<file path="src/hw/rtl/fat_cluster_chain_extent_walker_unit_assert.svh">
// Assertion helpers for the chain walker; expect clk and rst_n in scope.
`ifndef FAT_CLUSTER_CHAIN_EXTENT_WALKER_UNIT_ASSERT_SVH
`define FAT_CLUSTER_CHAIN_EXTENT_WALKER_UNIT_ASSERT_SVH

// Hold cond at every clock edge outside reset.
`define FCCW_ASSERT_ALWAYS(label, cond) \
    label: assert property (@(posedge clk) disable iff (!rst_n) (cond)) \
        else $error("fccw: invariant violated");

// Require cons in the cycle after ante.
`define FCCW_ASSERT_NEXT(label, ante, cons) \
    label: assert property (@(posedge clk) disable iff (!rst_n) (ante) |=> (cons)) \
        else $error("fccw: sequence violated");

`endif

</file>
<file path="src/hw/rtl/fccw_pkg.sv">
package fccw_pkg;

    localparam int FCCW_TABLE_DEPTH          = 4096;
    localparam int FCCW_MAX_REQUEST_CLUSTERS = 64;

    localparam int IDX_W    = 12;
    localparam int WORD_W   = 32;
    localparam int CNT_W    = 7;
    localparam int SPC_W    = 8;
    localparam int SECS_W   = 14;
    localparam int STATUS_W = 2;
    localparam int CFG_IDX_W = 1;

    localparam logic [WORD_W-1:0] MARK_MASK = 32'h0fff_ffff;
    localparam logic [WORD_W-1:0] MARK_LOW  = 32'h0fff_fff7;

    localparam logic MODE_WRITE = 1'b0;
    localparam logic MODE_WALK  = 1'b1;

    localparam logic [STATUS_W-1:0] ST_CONT = 2'd0;
    localparam logic [STATUS_W-1:0] ST_END  = 2'd1;
    localparam logic [STATUS_W-1:0] ST_OOR  = 2'd2;

    localparam logic [CFG_IDX_W-1:0] REG_DATA_REGION_LBA = 1'd0;
    localparam logic [CFG_IDX_W-1:0] REG_CLUSTER_SECTORS = 1'd1;

    typedef enum logic [2:0] {
        S_IDLE,
        S_START,
        S_LOOK,
        S_RUN,
        S_FINAL
    } walk_state_t;

    typedef struct packed {
        logic [WORD_W-1:0] acc;
        logic [WORD_W-1:0] a;
        logic [SPC_W-1:0]  b;
    } mac_req_t;

    function automatic logic link_ends(input logic [WORD_W-1:0] c);
        return (c == '0) || ((c & MARK_MASK) >= MARK_LOW);
    endfunction

endpackage

</file>
<file path="src/hw/rtl/fccw_mac.sv">
module fccw_mac
    import fccw_pkg::*;
(
    input  mac_req_t          req,
    output logic [WORD_W-1:0] y
);

    logic [WORD_W-1:0] b_ext;

    // Multiply-add, wrapping at the word width.
    assign b_ext = {{(WORD_W-SPC_W){1'b0}}, req.b};
    assign y     = req.acc + req.a * b_ext;

endmodule

</file>
<file path="config.mk">
export PLATFORM = sky130hd
export DESIGN_NAME = fccw_mac
export DESIGN_NICKNAME = d
export VERILOG_FILES = /design/src/hw/rtl/fat_cluster_chain_extent_walker_unit_assert.svh /design/src/hw/rtl/fccw_pkg.sv /design/src/hw/rtl/fccw_mac.sv
export SDC_FILE = /design/constraint.sdc
export NUM_CORES = 1
export LEC_CHECK = 0
export BUFFER_PORTS_ARGS = -buffer_cell sky130_fd_sc_hd__buf_2
export CAP_MARGIN = 20
export CORE_MARGIN = 2
export CORE_UTILIZATION = 50
export DETAILED_ROUTE_END_ITERATION = 6
export PLACE_DENSITY_LB_ADDON = 0.12
export SYNTH_ARGS = -nofsm -noshare
export SYNTH_HDL_FRONTEND = slang
export SYNTH_SLANG_ARGS = --single-unit
export TNS_END_PERCENT = 20
</file>
<file path="constraint.sdc">
create_clock -name vclk -period 11
set_input_delay 1.65 -clock vclk [all_inputs]
set_output_delay 1.65 -clock vclk [all_outputs]
set_load 0.02 [all_outputs]
</file>
Word-level counts from Yosys, hierarchy flattened
Cells that the tools add are included.
{ "totals": {"regBits": 0, "output_inout_bits": 32} }
{ "classes": {"addsub": 1, "n_mul": 1} }
{ "op_table": {"columns": ["cell", "n"], "rows": [
  ["$add 32x32->32", 1],
  ["$mul 32x8->32", 1]
]} }

Logic depth before layout (Yosys ltp)
Gate-level depths: netlist of run 1.
{ "logic_depth": {"word_depth": 2, "ltp_mapped": 20, "mapped_depth_nobuf": 19} }

Worst setup path before layout of run 1
Ideal clock, no wire load.
{ "synth_path": {"kind": "input to output", "start": "input req[3] in the netlist's numbering", "end": "output y[28]", "arrival_ns": 6.399, "t_required_ns": 9.350, "setup_slack_ns": 2.951, "cell_stages": 17, "path_buffers": 2, "path_cell_list": "clkbuf_1 > clkbuf_1 > and2_1 > fa_1 > fa_1 > fa_1 > inv_1 > fa_1 > inv_1 > ha_1 > a21o_1 > o21a_1 > a311oi_2 > o221ai_2 > o311a_4 > o311a_1 > a21oi_1"} }
{ "synth_between": {"elab_chain_cells": 2} }
{ "synth_rtl": {"columns": ["item", "line", "rtl"], "rows": [
  ["from (decl)", "fccw_mac.sv:4", "input mac_req_t req,"],
  ["$mul 32x8->32", "fccw_mac.sv:12", "assign y = req.acc + req.a * b_ext;"],
  ["$add 32x32->32", "fccw_mac.sv:12", null],
  ["to (decl)", "fccw_mac.sv:5", "output logic [WORD_W-1:0] y"]
]} }
Every way passes these cells.

Worst setup path in the final report of run 1
{ "layout_path": {"start": "input req[0] in the netlist's numbering", "end": "output y[31]"} }
The elaborated chain is that of the path after synthesis.

==> impl_metrics.yaml, run 1 <==
sta:
  fin_crit_ns: 8.994
  finalMaxSlewViolations: 0
  fmax_ghz: 0.1112
  layout_setup_ws_ns: 2.006
  setup_viol: 0
  worstMarginPinSlew_ns: 0.7029
  finalSetupTns_ns: 0
  period_share: 0.8176
  slew_headroom: 0.5274
  hold_viol: 0
  rsz0062_at_grt: "no"
synthesis:
  yosysSeqAreaShare: 0
  syn_area_per_cell_um2: 8.479
  synthCells: 906
  syn_nets: 1205
  syn_area_um2: 7682
  synth_cell_types: 48
  ys.warnings.count: 0
critical_path:
  setup.worst_path.start: "req[0]"
  path_cells: "buf_2, nand2_1, fa_1, inv_1, fa_1, fa_1, inv_1, fa_1, inv_1, ha_1, a21o_1, a221oi_1, o21ai_0, o31ai_1, a31oi_1, a21oi_1, a21oi_1, o211ai_1, buf_2"
  cpMostUsedCell: "fa_1"
  cp_max_fo: 32
  crit_path_end_kind: "output port"
  cp_top_family: "adder cells"
  crit_path_start_kind: "primary input"
  cp.arrival_ns: 7.34
  cp_data_required_time_ns: 9.35
  crit_buf_inv: 5
  crit_path_max_incr_delay_ns: 0.63
  critical_path.slowest_cell: "o31ai_1"
  crit_type: "in -> out"
die:
  die_area_um2: 16370
  core-area_um2: 15090
  fp.dieW_um: 128.0
  core.rowCount: 45
  ioPinCount: 104
  die_y_um: 128.0
  initial_core_util: 0.5091
routing:
  drc: 0
  dr.pass1.iters: 4
  routed_wl_um: 16850
  vias: 5807
  wl_per_cell_um: 14.32
  antenna_left: 0
  drtIter0Drc: 188
  vias_per_cell: 4.938
final_layout:
  fin_area_um2: 8353
  final_common_cell: "inv_1"
  clkbuf_count: 0
  layout-drive-gt1-share: 0.1155
  nets: 1288
  layout_common_cells: "inv_1 (253), fa_1 (186), and2_1 (146)"
  area_delta_synth_final_pct: 8.730
  ff_latch_area_um2: 0
  numSequentialCells: 0
place:
  pre_cts_ws_ns: 2.031
  placed_cell_area_um2: 8351
  gp_congestion: 0.8433
  place_hpwl_um: 14480
  portBuffers: 104
global_routing:
  grt_use_met1: 0.3018
  grt_util_all_layers: 0.2225
  use_met3: 0.02755
  use_met2: 0.3932
  grt_pass1_wl_um: 29720
  busiest_layer: "met2"
  grt_overflow: 0
  grt_pass1_vias: 6310
  antenna_found_initial: 1
  grt_max_degree: 33
cts:
  cts_setup_buffers: 0
  ctsResizeCount: 0
  cts-hold-fix-buffers: 0
flow_run:
  max-cap-violations: 0
hold_path:
  hold_path_startpoint: "req[40]"
  hp-class: "in -> out"
run_status:
  status: "finished clean"
[stage by stage]
| step | cells | util | hold slack, ns |
|---|---|---|---|
| finish | 1176 | 0.5536 | 3.649 |
| global route | 1176 | 0.5536 | 3.664 |
| CTS | 1175 | 0.5534 | 3.651 |
| detailed placement | 1175 | 0.5534 | 3.651 |
| global placement | 1175 | 0.5534 | 3.646 |
| floorplan | 906 | - | 3.510 |
[tightest hold or removal path: cells and delay by family]
family                     cells  cell delay (ns)
buffers and inverters          2             0.23
adders and majority gates      1             0.12
[cell families after synthesis]
family | Yosys count | synth area share
buf+inv | 276 | 0.1350
compound gates | 78 | 0.07410
simple gates | 296 | 0.2062
fa+ha+maj | 227 | 0.5515
mux | 1 | 0.001303
xor+xnor | 28 | 0.03192
[final cells by class]
class | instances | area, um^2
fillers | 1445 | 6736
multi-input cells | 630 | 6645
inverters | 253 | 949.7
repair buffers | 104 | 520.5
well taps | 188 | 235.2
diodes | 1 | 2.502
[Yosys cell counts, types with 8 or more instances]
cell,count,area share
xnor2_1,17,0.019
xor2_1,11,0.013
inv_1,253,0.12
nor3_1,8,0.0052
fa_1,186,0.48
o21ai_0,14,0.0091
nand2_1,93,0.045
nor2_1,11,0.0054
and2_1,146,0.12
clkbuf_1,22,0.011
and3_1,8,0.0065
nand3_1,8,0.0052
ha_1,41,0.067
a21oi_1,13,0.0085
[per-layer routing]
metal	routed length (um)	part of all wire
met1	7528	0.45
met5	0	0
met4	196	0.012
met3	952	0.057
met2	8168	0.48
[worst paths after layout]
kind | to | slack (ns) | cells after the start
setup / recovery | y[31] | 2.01 | 19
hold / removal | y[0] | 3.65 | 3
Power of run 1 is not shown: default switching activity piles up to over one toggle a cycle in this logic, so the estimate is an artifact.
==> run 2: changes to the inputs <==
==> constraint.sdc (replaced) <==
create_clock -name vclk -period 7.5
set_input_delay 1.125 -clock vclk [all_inputs]
set_output_delay 1.125 -clock vclk [all_outputs]
set_load 0.02 [all_outputs]
==> impl_metrics.yaml, run 2 (synthesis results as in run 1) <==
final_layout:
  nets: 1309
  numSequentialCells: 0
  clkbuf_count: 0
  final_common_cell: "inv_1"
  ff_latch_area_um2: 0
  fin_area_um2: 8528
  area_delta_synth_final_pct: 11.01
  antenna_cells: 0
  layout-drive-gt1-share: 0.1349
  layout_common_cells: "inv_1 (253), fa_1 (186), and2_1 (146)"
global_routing:
  grt_pass1_wl_um: 30620
  grt_pass1_vias: 6351
  antenna_found_initial: 1
  grt_util_all_layers: 0.2306
  grt_max_degree: 29
  grt_overflow: 0
sta:
  rsz0062_at_grt: "no"
  finalSetupTns_ns: 0
  finalMaxSlewViolations: 0
  worstMarginPinSlew_ns: 0.6443
  setup_viol: 0
  period_share: 0.9649
  hold_viol: 0
  fin_crit_ns: 7.237
  slew_headroom: 0.5659
  fmax_ghz: 0.1382
  fin_hold_ws_ns: 2.588
die:
  core-area_um2: 15090
  ioPinCount: 104
  initial_core_util: 0.5091
  core.rowCount: 45
  die_area_um2: 16370
  fp.dieW_um: 128.0
  die_y_um: 128.0
run_status:
  status: "finished clean"
routing:
  antenna_left: 0
  drtIter0Drc: 172
  vias_per_cell: 4.926
  dr.pass1.iters: 5
  vias: 5892
  drc: 0
  routed_wl_um: 17550
  wl_per_cell_um: 14.67
cts:
  cts-hold-fix-buffers: 0
  cts_setup_buffers: 0
  ctsResizeCount: 0
hold_path:
  hp-class: "in -> out"
place:
  placed_cell_area_um2: 8508
  place_hpwl_um: 15290
  gp_congestion: 0.8520
  portBuffers: 104
critical_path:
  cp_data_required_time_ns: 6.38
  crit_path_end_kind: "output port"
  crit_path_start_kind: "primary input"
  crit_type: "in -> out"
  cp_max_fo: 18
  cp.arrival_ns: 6.11
flow_run:
  max-cap-violations: 0
## run 2: changes by cell type in the layout (fill, tap and decap cells not counted), sizes merged
cell and delta:
buf +15, clkbuf +6, diode -1
## run 2: layout make-up
cell class                 count  area, um^2
timing repair buffer         125       693.2
multi-input combinational    630        6650
inverter                     253       949.7
tap                          188       235.2
fill                        1484        6561
## run 2: worst paths after layout
kind  cells past startpoint    start     to
min                       3  req[40]   y[0]
max                      20   req[0]  y[30]
## run 2: metrics by stage
step / instances / setup WS, ns / utilization
final: 1196 / 0.2634 / 0.5652
after global routing: 1196 / 0.01186 / 0.5652
after CTS: 1196 / 0.08890 / 0.5638
after detailed placement: 1196 / 0.1147 / 0.5638
after global placement: 1196 / 0.1308 / 0.5638
after floorplan: 906 / 0.5008 / -
## run 2: critical path: stages
cell and delay [ns]:
clkbuf_4 0.25, nand2_1 0.11, fa_1 0.51, inv_1 0.05, fa_1 0.49, fa_1 0.55
inv_1 0.05, fa_1 0.47, inv_1 0.04, ha_1 0.30, buf_4 0.16, and3_1 0.16
o21a_1 0.17, a311oi_2 0.33, o221ai_2 0.24, o311a_4 0.37, o311a_1 0.36, mux2i_1 0.16
nand2_1 0.06, buf_2 0.16
## run 2: per-layer routing
metal,vias up,wire [um],track usage
met1,2924,8336,0.3354
met5,-,0,0
met3,12,610,0.01336
li1,2860,-,-
met4,0,134,0.01551
met2,96,8463,0.4026
Power of run 2 is left out for the same reason.
